`src/sv/alr_pkg.sv`:
```
`timescale 1ns / 1ps
package alr_pkg;

  localparam int unsigned DEFAULT_TABLE_DEPTH = 16;

  localparam int unsigned OFF_W   = 5;
  localparam int unsigned MASK_W  = 2 ** OFF_W;
  localparam int unsigned DEV_W   = 16;
  localparam int unsigned TIME_W  = 32;
  localparam int unsigned ADDR_W  = 32;
  localparam int unsigned CFG_IDX_W = 2;
  localparam int unsigned CFG_DATA_W = 32;

  localparam logic [CFG_IDX_W-1:0] CFG_POOL_START    = 2'd0;
  localparam logic [CFG_IDX_W-1:0] CFG_POOL_SIZE     = 2'd1;
  localparam logic [CFG_IDX_W-1:0] CFG_LEASE_TIMEOUT = 2'd2;

  localparam logic [OFF_W-1:0]  RST_POOL_SIZE     = 5'd16;
  localparam logic [TIME_W-1:0] RST_LEASE_TIMEOUT = 32'd1000;

  typedef enum logic [1:0] {
    CMD_TICK    = 2'd0,
    CMD_REQUEST = 2'd1,
    CMD_RENEW   = 2'd2
  } cmd_e;

  typedef enum logic [1:0] {
    ST_IDLE = 2'd0,
    ST_LOOK = 2'd1,
    ST_DONE = 2'd2
  } state_e;

  typedef struct packed {
    logic [1:0]        command;
    logic [DEV_W-1:0]  device_id;
    logic [TIME_W-1:0] time_now;
  } req_t;

  typedef struct packed {
    logic [DEV_W-1:0]  client_id;
    logic [ADDR_W-1:0] offered_addr;
  } rsp_t;

  // broadcast from the controller to every cell
  typedef struct packed {
    logic              tick_en;
    logic              renew_en;
    logic [DEV_W-1:0]  device;
    logic [TIME_W-1:0] cur_time;
    logic [TIME_W-1:0] tick_time;
    logic [TIME_W-1:0] timeout;
    logic [OFF_W-1:0]  new_offset;
  } cell_ctrl_t;

endpackage

```
`src/sv/alr_cell.sv`:
```
`timescale 1ns / 1ps
module alr_cell (
  input  logic                           clk_i,
  input  logic                           rst_ni,
  input  alr_pkg::cell_ctrl_t            ctrl_i,
  input  logic                           write_i,
  input  logic                           claimed_i,
  input  logic [alr_pkg::MASK_W-1:0]     taken_i,
  input  logic [alr_pkg::OFF_W-1:0]      hit_off_i,
  output logic                           claimed_o,
  output logic [alr_pkg::MASK_W-1:0]     taken_o,
  output logic [alr_pkg::OFF_W-1:0]      hit_off_o,
  output logic                           hit_o,
  output logic                           free_sel_o
);
  import alr_pkg::*;

  logic              valid_q, valid_d;
  logic [OFF_W-1:0]  offset_q;
  logic [DEV_W-1:0]  device_q;
  logic [TIME_W-1:0] renewed_q;
  logic [TIME_W-1:0] age;
  logic              expired;

  // match and expiry for this entry
  assign hit_o   = valid_q && (device_q == ctrl_i.device);
  assign age     = ctrl_i.tick_time - renewed_q;
  assign expired = valid_q && (age > ctrl_i.timeout);

  // pass the chain on to the next cell
  assign free_sel_o = !valid_q && !claimed_i;
  assign claimed_o  = claimed_i || !valid_q;
  assign taken_o    = taken_i | (valid_q ? (MASK_W'(1) << offset_q) : '0);
  assign hit_off_o  = hit_off_i | (hit_o ? offset_q : '0);

  always_comb begin
    valid_d = valid_q;
    if (write_i) begin
      valid_d = 1'b1;
    end else if (ctrl_i.tick_en && expired) begin
      valid_d = 1'b0;
    end
  end

  always_ff @(posedge clk_i or negedge rst_ni) begin
    if (!rst_ni) begin
      valid_q <= 1'b0;
    end else begin
      valid_q <= valid_d;
    end
  end

  // store a new lease or refresh the renewal time
  always_ff @(posedge clk_i) begin
    if (write_i) begin
      offset_q  <= ctrl_i.new_offset;
      device_q  <= ctrl_i.device;
      renewed_q <= ctrl_i.cur_time;
    end else if (ctrl_i.renew_en && hit_o) begin
      renewed_q <= ctrl_i.cur_time;
    end
  end

endmodule

```
`src/sv/address_lease_allocator.sv`:
```
`timescale 1ns / 1ps
// Lease table for an address pool.
// Input: start / busy command channel carrying req_i (command, device_id,
// time_now). A transaction is taken at a clock edge with start high and busy
// low. Tick and renew commands finish in ST_LOOK; a request goes on through
// ST_DONE. Busy stays high until the state is back in ST_IDLE, and no new
// transaction is taken before then.
// Output: result_strobe_o marks rsp_o for exactly one cycle; both are registered
// from ST_DONE. Only a request produces an offer; a full pool or full table
// yields none for a new device. The receiver cannot stall the output.
// The table is a row of TABLE_DEPTH cells. Lookups ripple along the row
// (first free slot, taken offsets, matching device) combinationally; the lowest
// free offset is picked from the registered taken mask in the next cycle.
// Configuration: cfg_valid_i / cfg_ready_o with cfg_index_i and cfg_data_i,
// always ready; write only while idle.
// Reset clears the table, sets current time to zero and loads the default
// pool size and lease timeout; no clearing pass is needed.
module address_lease_allocator #(
  parameter int unsigned TABLE_DEPTH = alr_pkg::DEFAULT_TABLE_DEPTH
) (
  input  logic                             clk_i,
  input  logic                             rst_ni,
  input  logic                             start,
  output logic                             busy,
  input  alr_pkg::req_t                    req_i,
  output logic                             result_strobe_o,
  output alr_pkg::rsp_t                    rsp_o,
  input  logic                             cfg_valid_i,
  output logic                             cfg_ready_o,
  input  logic [alr_pkg::CFG_IDX_W-1:0]    cfg_index_i,
  input  logic [alr_pkg::CFG_DATA_W-1:0]   cfg_data_i
);
  import alr_pkg::*;

  state_e            state_q, state_d;
  logic [1:0]        cmd_q;
  logic [DEV_W-1:0]  dev_q;
  logic [TIME_W-1:0] tnow_q;
  logic [TIME_W-1:0] cur_time_q;
  logic [ADDR_W-1:0] pool_start_q;
  logic [OFF_W-1:0]  pool_size_q;
  logic [TIME_W-1:0] timeout_q;

  logic                   hit_q;
  logic [OFF_W-1:0]       hit_off_q;
  logic [TABLE_DEPTH-1:0] free_sel_q;
  logic [MASK_W-1:0]      taken_q;

  logic              strobe_q;
  rsp_t              rsp_q;

  cell_ctrl_t             ctrl;
  logic [TABLE_DEPTH-1:0] write_en;
  logic [TABLE_DEPTH-1:0] hit_vec;
  logic [TABLE_DEPTH-1:0] free_sel;
  logic [TABLE_DEPTH:0]   claimed_chain;
  logic [MASK_W-1:0]      taken_chain   [TABLE_DEPTH+1];
  logic [OFF_W-1:0]       hit_off_chain [TABLE_DEPTH+1];

  logic              look;
  logic              alloc;
  logic              off_found;
  logic [OFF_W-1:0]  free_off;
  logic              accept;

  assign accept      = start && !busy;
  assign busy        = (state_q != ST_IDLE);
  assign cfg_ready_o = 1'b1;
  assign look        = (state_q == ST_LOOK);

  // broadcast control to the row
  always_comb begin
    ctrl.tick_en    = look && (cmd_q == CMD_TICK);
    ctrl.renew_en   = look && (cmd_q == CMD_RENEW);
    ctrl.device     = dev_q;
    ctrl.cur_time   = cur_time_q;
    ctrl.tick_time  = tnow_q;
    ctrl.timeout    = timeout_q;
    ctrl.new_offset = free_off;
  end

  assign claimed_chain[0] = 1'b0;
  assign taken_chain[0]   = '0;
  assign hit_off_chain[0] = '0;

  for (genvar g = 0; g < TABLE_DEPTH; g++) begin : g_cell
    alr_cell u_cell (
      .clk_i      (clk_i),
      .rst_ni     (rst_ni),
      .ctrl_i     (ctrl),
      .write_i    (write_en[g]),
      .claimed_i  (claimed_chain[g]),
      .taken_i    (taken_chain[g]),
      .hit_off_i  (hit_off_chain[g]),
      .claimed_o  (claimed_chain[g+1]),
      .taken_o    (taken_chain[g+1]),
      .hit_off_o  (hit_off_chain[g+1]),
      .hit_o      (hit_vec[g]),
      .free_sel_o (free_sel[g])
    );
  end

  // pick the lowest offset in 1..pool_size not held by a valid entry
  always_comb begin
    free_off  = '0;
    off_found = 1'b0;
    for (int k = MASK_W - 1; k >= 1; k--) begin
      if (!taken_q[k] && (OFF_W'(k) <= pool_size_q)) begin
        free_off  = OFF_W'(k);
        off_found = 1'b1;
      end
    end
  end

  assign alloc    = (state_q == ST_DONE) && !hit_q && (|free_sel_q) && off_found;
  assign write_en = alloc ? free_sel_q : '0;

  // next state
  always_comb begin
    state_d = state_q;
    unique case (state_q)
      ST_IDLE: begin
        if (accept) state_d = ST_LOOK;
      end
      ST_LOOK: begin
        state_d = (cmd_q == CMD_REQUEST) ? ST_DONE : ST_IDLE;
      end
      ST_DONE: begin
        state_d = ST_IDLE;
      end
      default: state_d = ST_IDLE;
    endcase
  end

  always_ff @(posedge clk_i or negedge rst_ni) begin
    if (!rst_ni) begin
      state_q <= ST_IDLE;
    end else begin
      state_q <= state_d;
    end
  end

  // capture the command transaction
  always_ff @(posedge clk_i) begin
    if (accept) begin
      cmd_q  <= req_i.command;
      dev_q  <= req_i.device_id;
      tnow_q <= req_i.time_now;
    end
  end

  // hold the lookup results for the allocation cycle
  always_ff @(posedge clk_i) begin
    if (look) begin
      hit_q      <= |hit_vec;
      hit_off_q  <= hit_off_chain[TABLE_DEPTH];
      free_sel_q <= free_sel;
      taken_q    <= taken_chain[TABLE_DEPTH];
    end
  end

  // current time and configuration registers
  always_ff @(posedge clk_i or negedge rst_ni) begin
    if (!rst_ni) begin
      cur_time_q   <= '0;
      pool_start_q <= '0;
      pool_size_q  <= RST_POOL_SIZE;
      timeout_q    <= RST_LEASE_TIMEOUT;
    end else begin
      if (ctrl.tick_en) begin
        cur_time_q <= tnow_q;
      end
      if (cfg_valid_i && cfg_ready_o) begin
        unique case (cfg_index_i)
          CFG_POOL_START:    pool_start_q <= cfg_data_i;
          CFG_POOL_SIZE:     pool_size_q  <= cfg_data_i[OFF_W-1:0];
          CFG_LEASE_TIMEOUT: timeout_q    <= cfg_data_i;
          default: ;
        endcase
      end
    end
  end

  // drive the offer strobe
  always_ff @(posedge clk_i or negedge rst_ni) begin
    if (!rst_ni) begin
      strobe_q <= 1'b0;
    end else begin
      strobe_q <= (state_q == ST_DONE) && (hit_q || alloc);
    end
  end

  always_ff @(posedge clk_i) begin
    if (state_q == ST_DONE) begin
      rsp_q.client_id    <= dev_q;
      rsp_q.offered_addr <= pool_start_q +
                            {{(ADDR_W-OFF_W){1'b0}}, (hit_q ? hit_off_q : free_off)};
    end
  end

  assign result_strobe_o = strobe_q;
  assign rsp_o           = rsp_q;

endmodule

```
`config.mk`:
```
export PLATFORM = sky130hd
export DESIGN_NAME = address_lease_allocator
export DESIGN_NICKNAME = d
export VERILOG_FILES = /design/src/sv/alr_pkg.sv /design/src/sv/alr_cell.sv /design/src/sv/address_lease_allocator.sv
export SDC_FILE = /design/constraint.sdc
export NUM_CORES = 2
export LEC_CHECK = 0
export BUFFER_PORTS_ARGS = -buffer_cell sky130_fd_sc_hd__buf_2
export CORE_ASPECT_RATIO = 0.75
export CORE_UTILIZATION = 55
export DETAILED_ROUTE_END_ITERATION = 6
export GPL_TIMING_DRIVEN = 0
export PLACE_DENSITY = 0.81
export SYNTH_ARGS = -nofsm -noshare
export SYNTH_HDL_FRONTEND = slang
export SYNTH_SLANG_ARGS = --single-unit
export TNS_END_PERCENT = 100
```
`constraint.sdc`:
```
create_clock -name clk_i -period 6.2 [get_ports clk_i]
set_input_delay 0.62 -clock clk_i [delete_from_list [all_inputs] [get_ports clk_i]]
set_output_delay 0.62 -clock clk_i [all_outputs]
set_load 0.1 [all_outputs]
```
==> tab_implementation.tex <==
\begin{tabular}{lr}
\hline
Metric & Value \\
\hline
\multicolumn{2}{l}{\textbf{Worst setup path}} \\
Critical Path Fanout Max & 32 \\
Critical-path top delay cell & sky130\_fd\_sc\_hd\_\_nor3\_1 \\
Setup crit end kind & register \\
Cell type group with the largest total delay on the critical path & simple AND/OR/NAND/NOR gates \\
Path type of the worst setup path & reg2reg \\
Cell-by-cell trace of the critical path & clkbuf\_1 -> buf\_1 -> xor2\_1 -> nor4\_1 -> nand4\_1 -> nor3\_1 -> nand2\_1 -> nand2\_2 \\
Endpoint arrival time on the critical path & 6.45 ns \\
Biggest cell delay along the critical path & 1.31 ns \\
Buffering stage count on the worst path with inverters included & 2 \\
Kind of start point of the critical path & register \\
Data required time of the critical path & 6.59 ns \\
\multicolumn{2}{l}{\textbf{GRT}} \\
Antenna violations before repair & 15 \\
Tot GR Track Use & 0.378 \\
Largest net degree at the start of global routing & 72 \\
Total overflow reported by the global router & 0 \\
Vias in the first global route & 64545 \\
Global-route wire length before repair & 407000 um \\
\multicolumn{2}{l}{\textbf{STA}} \\
Achievable clock frequency & 165 MHz \\
Transition at the pin with the smallest max-transition slack & 1.52 ns \\
Clk\_skew & 0.0943 ns \\
Ratio of final minimum period to clock period & 0.977 \\
Slew margin rel. & -0.0148 \\
Setup violators final & 0 \\
Shortest clock period the worst path allows after layout & 6.06 ns \\
Post-route setup TNS & 0 ns \\
Final-report max-slew violation count & 46 \\
Fin. Hold Viols & 0 \\
\multicolumn{2}{l}{\textbf{Floorplan}} \\
IO Count & 139 \\
Die outline area & 146000 um\^{}2 \\
Initial standard-cell utilization of the core & 0.556 \\
Chip Height & 331 um \\
X dimension of the die & 441 um \\
Row count & 120 \\
Area of the core & 143000 um\^{}2 \\
\multicolumn{2}{l}{\textbf{Clock tree}} \\
Clock Path Buffers & 3 \\
Clk root buf & sky130\_fd\_sc\_hd\_\_clkbuf\_16 \\
Clock tree from TritonCTS & built \\
CTS buffer count & 113 \\
Worst-skew pair later-pin latency & 0.84 ns \\
Sink Count & 1119 \\
Maximum level of the CTS H-tree & 3 \\
Clock-pin slew reported for the worst setup and hold paths after clock tree synthesis & 0.07 ns \\
\multicolumn{2}{l}{\textbf{Yosys}} \\
Largest family of logic cells by synthesized area & compound AO/OA/AOI/OAI gates \\
Simple-gate share of the synthesized area & 0.127 \\
Fraction of registers with async set or reset after synthesis & 0.107 \\
Synth Area in XOR/XNOR & 0.0804 \\
Sequential area share after synthesis & 0.415 \\
Synth warn & 0 \\
Mapped cell area & 79600 um\^{}2 \\
Area share of the leading cell type in the synthesized netlist & 0.377 \\
Cell accounting for the most synthesized area & sky130\_fd\_sc\_hd\_\_edfxtp\_1 \\
Distinct cell type count after synthesis & 94 \\
Most common flop cell mapped by yosys & sky130\_fd\_sc\_hd\_\_edfxtp\_1 \\
Number of enable-type register cells in the synthesized netlist & 999 \\
\#FFs+latches synth & 1119 \\
Most common cell in the synthesized netlist & sky130\_fd\_sc\_hd\_\_ha\_1 \\
Top cells by count, synth & sky130\_fd\_sc\_hd\_\_ha\_1, sky130\_fd\_sc\_hd\_\_edfxtp\_1, sky130\_fd\_sc\_hd\_\_inv\_1, sky130\_fd\_sc\_hd\_\_a21oi\_1, sky130\_fd\_sc\_hd\_\_xnor2\_1 \\
Post-synth net total & 8866 \\
Post-synthesis mux area share & 0.0106 \\
Complex-gate fraction of the synthesized area & 0.165 \\
Cell count after synthesis & 7748 \\
Adder-cell share of the synthesized area & 0.164 \\
Synth top area cells & sky130\_fd\_sc\_hd\_\_edfxtp\_1, sky130\_fd\_sc\_hd\_\_ha\_1, sky130\_fd\_sc\_hd\_\_xnor2\_1, sky130\_fd\_sc\_hd\_\_dfrtp\_1, sky130\_fd\_sc\_hd\_\_a21oi\_1 \\
Post-synthesis average cell area & 10.3 um\^{}2 \\
\multicolumn{2}{l}{\textbf{Route}} \\
Detailed-routing iteration count for the pre-antenna-repair pass & 6 \\
Starting DRC count in detailed routing & 7968 \\
DRT antenna net count & 0 \\
Detailed-route vias per instance & 6.59 \\
Total via count after detailed routing & 66743 \\
DRC violations left & 0 \\
Sum of routed wire length over all layers & 284000 um \\
Final routed wire length divided by cell count & 28.0 um \\
\multicolumn{2}{l}{\textbf{Place}} \\
Routability-driven placement congestion ratio & 1.02 \\
Dpl hpwl & 200000 um \\
IO buf count & 137 \\
\multicolumn{2}{l}{\textbf{Power}} \\
Power share of the clock group & 0.310 \\
Internal power consumption & 15000 uW \\
Ratio of total power to cell area & 258 nW/um\^{}2 \\
Total leakage power & 0.0366 uW \\
Switching power as a share of total power & 0.342 \\
Maximum ir drop on the vdd rail & 0.266 mV \\
Fraction of power consumed by sequential logic & 0.422 \\
Relative contribution of combinational cells to total power & 0.268 \\
Total chip power & 22800 uW \\
Net switching power of the design & 7780 uW \\
\multicolumn{2}{l}{\textbf{Min path}} \\
Hold/Removal Path Class & in2reg \\
\multicolumn{2}{l}{\textbf{Outcome}} \\
Result of the run & finished, violations left \\
Violations in the final reports & max-capacitance violations, max-slew violations \\
\multicolumn{2}{l}{\textbf{Cells and area}} \\
Area overhead of the layout relative to synthesis & 10.8\% \\
Fraction of layout cells with a size suffix above 1 & 0.0758 \\
Combined area of the multi-input logic cells & 43800 um\^{}2 \\
FF/Latch Area & 33000 um\^{}2 \\
Final layout net count & 9251 \\
Fill cell count & 11162 \\
\multicolumn{2}{l}{\textbf{Run}} \\
Reported max-cap violation count & 4 \\
\hline
\end{tabular}
==> layout make-up <==
cell class	instances	area share
inverter	662	0.0282
tap	1891	0.0268
antenna	14	0.000397
clock buffer	141	0.0340
timing repair buffer	270	0.0246
buffer	149	0.00653
sequential	1119	0.374
clock inverter	69	0.00854
multi-input combinational	5818	0.497
==> power groups by stage <==
stage               combinational (uW)  clock (uW)  sequential (uW)
finish                            6110        7070             9610
global route                      6630        7360             9610
CTS                               5880        7070             9580
detailed placement                5730           0             9770
global placement                  5460           0             9760
floorplan                         3940           0             9290
==> final timing paths <==
path                          startpoint                            end  slack [ns]  cells after the start
max                            dev_q[11]  g_cell[0].u_cell.renewed_q[7]        0.14                      8
min in group asynchronous         rst_ni                 pool_size_q[3]        0.42                      2
min reg2reg                timeout_q[19]                  timeout_q[19]        0.51                      1
max in group asynchronous         rst_ni                 cur_time_q[19]        4.86                      3
min                             req_i[2]                      tnow_q[2]        0.08                      1
max reg2reg                    dev_q[11]  g_cell[0].u_cell.renewed_q[7]        0.14                      8
==> placed cells by master (no fill, tap or decap), drive strengths merged, types with 32 or more instances in the layout <==
cell type       n
ha           1013
edfxtp        999
inv           665
a21oi         501
xnor2         486
nor2          475
nand2         404
a21o          329
o21ai         329
clkbuf        269
o22ai         252
xor2          245
buf           241
nand4         230
o21a          136
nand3         132
nor2b         120
nand2b        119
dfrtp         113
nor3          104
nand3b         90
mux2           74
nor4           74
and3           60
o21bai         55
or3            53
clkinv         52
dlygate4sd3    50
a31oi          50
a211oi         37
o31ai          37
or3b           34
a22o           32
==> metrics by stage <==
step | std cells | instance area [um^2] | hold slack (ns) | utilization | setup WS, ns
final | 10133 | 88200 | 0.0757 | 0.616 | 0.140
after global routing | 10119 | 88100 | 0.0207 | 0.615 | -0.00271
after CTS | 10097 | 87800 | 0.0272 | 0.613 | 0.00424
after detailed placement | 9801 | 83200 | 0.494 | 0.581 | -0.406
after global placement | 9776 | 82700 | 0.486 | 0.577 | -1.67
after floorplan | 7748 | 79600 | 0.324 | - | 1.13
==> repair_timing <==
action / in CTS / in global routing
resized for setup: 3 / 23
hold buffers: 50 / 0
setup buffers: 36 / 21
endpoints found under the setup margin: 41 / 36
cloned: 0 / 0
hold endpoints to repair: 114 / 0
==> registers in the layout, summed over array words and instances, names as in the netlist <==
signal and cells:
g_cell.u_cell.valid_q 16, g_cell.u_cell.offset_q 80, hit_off_q 5, rsp_o 48
timeout_q 32, hit_q 1, cmd_q 2, cur_time_q 32
result_strobe_o 1, pool_size_q 5, free_sel_q 16, g_cell.u_cell.renewed_q 512
taken_q 31, tnow_q 32, pool_start_q 32, g_cell.u_cell.device_q 256
state_q 2, dev_q 16
==> worst register-to-register path, delay by kind of cell, from the launching register on <==
family	cells	cell delay, ns
and+or+nand+nor	5	3.01
buffers and inverters	2	1.48
DFF	1	0.98
xor gates and xnor gates	1	0.14
==> per-layer routing <==
layer	wire, um	share of wire	global-route usage
met5	308	0.0011	0.0128
met4	12100	0.043	0.143
met3	37600	0.13	0.114
met2	117000	0.41	0.547
met1	116000	0.41	0.527
==> cells by family after synthesis <==
kind of cell	Yosys count
buf+inv	811
flops	1119
fa+ha+maj	1032
xor+xnor	731
simple gates	1973
compound gates	2006
mux	75
other cells	1
Note: power is estimated with default switching activity, not from simulation.
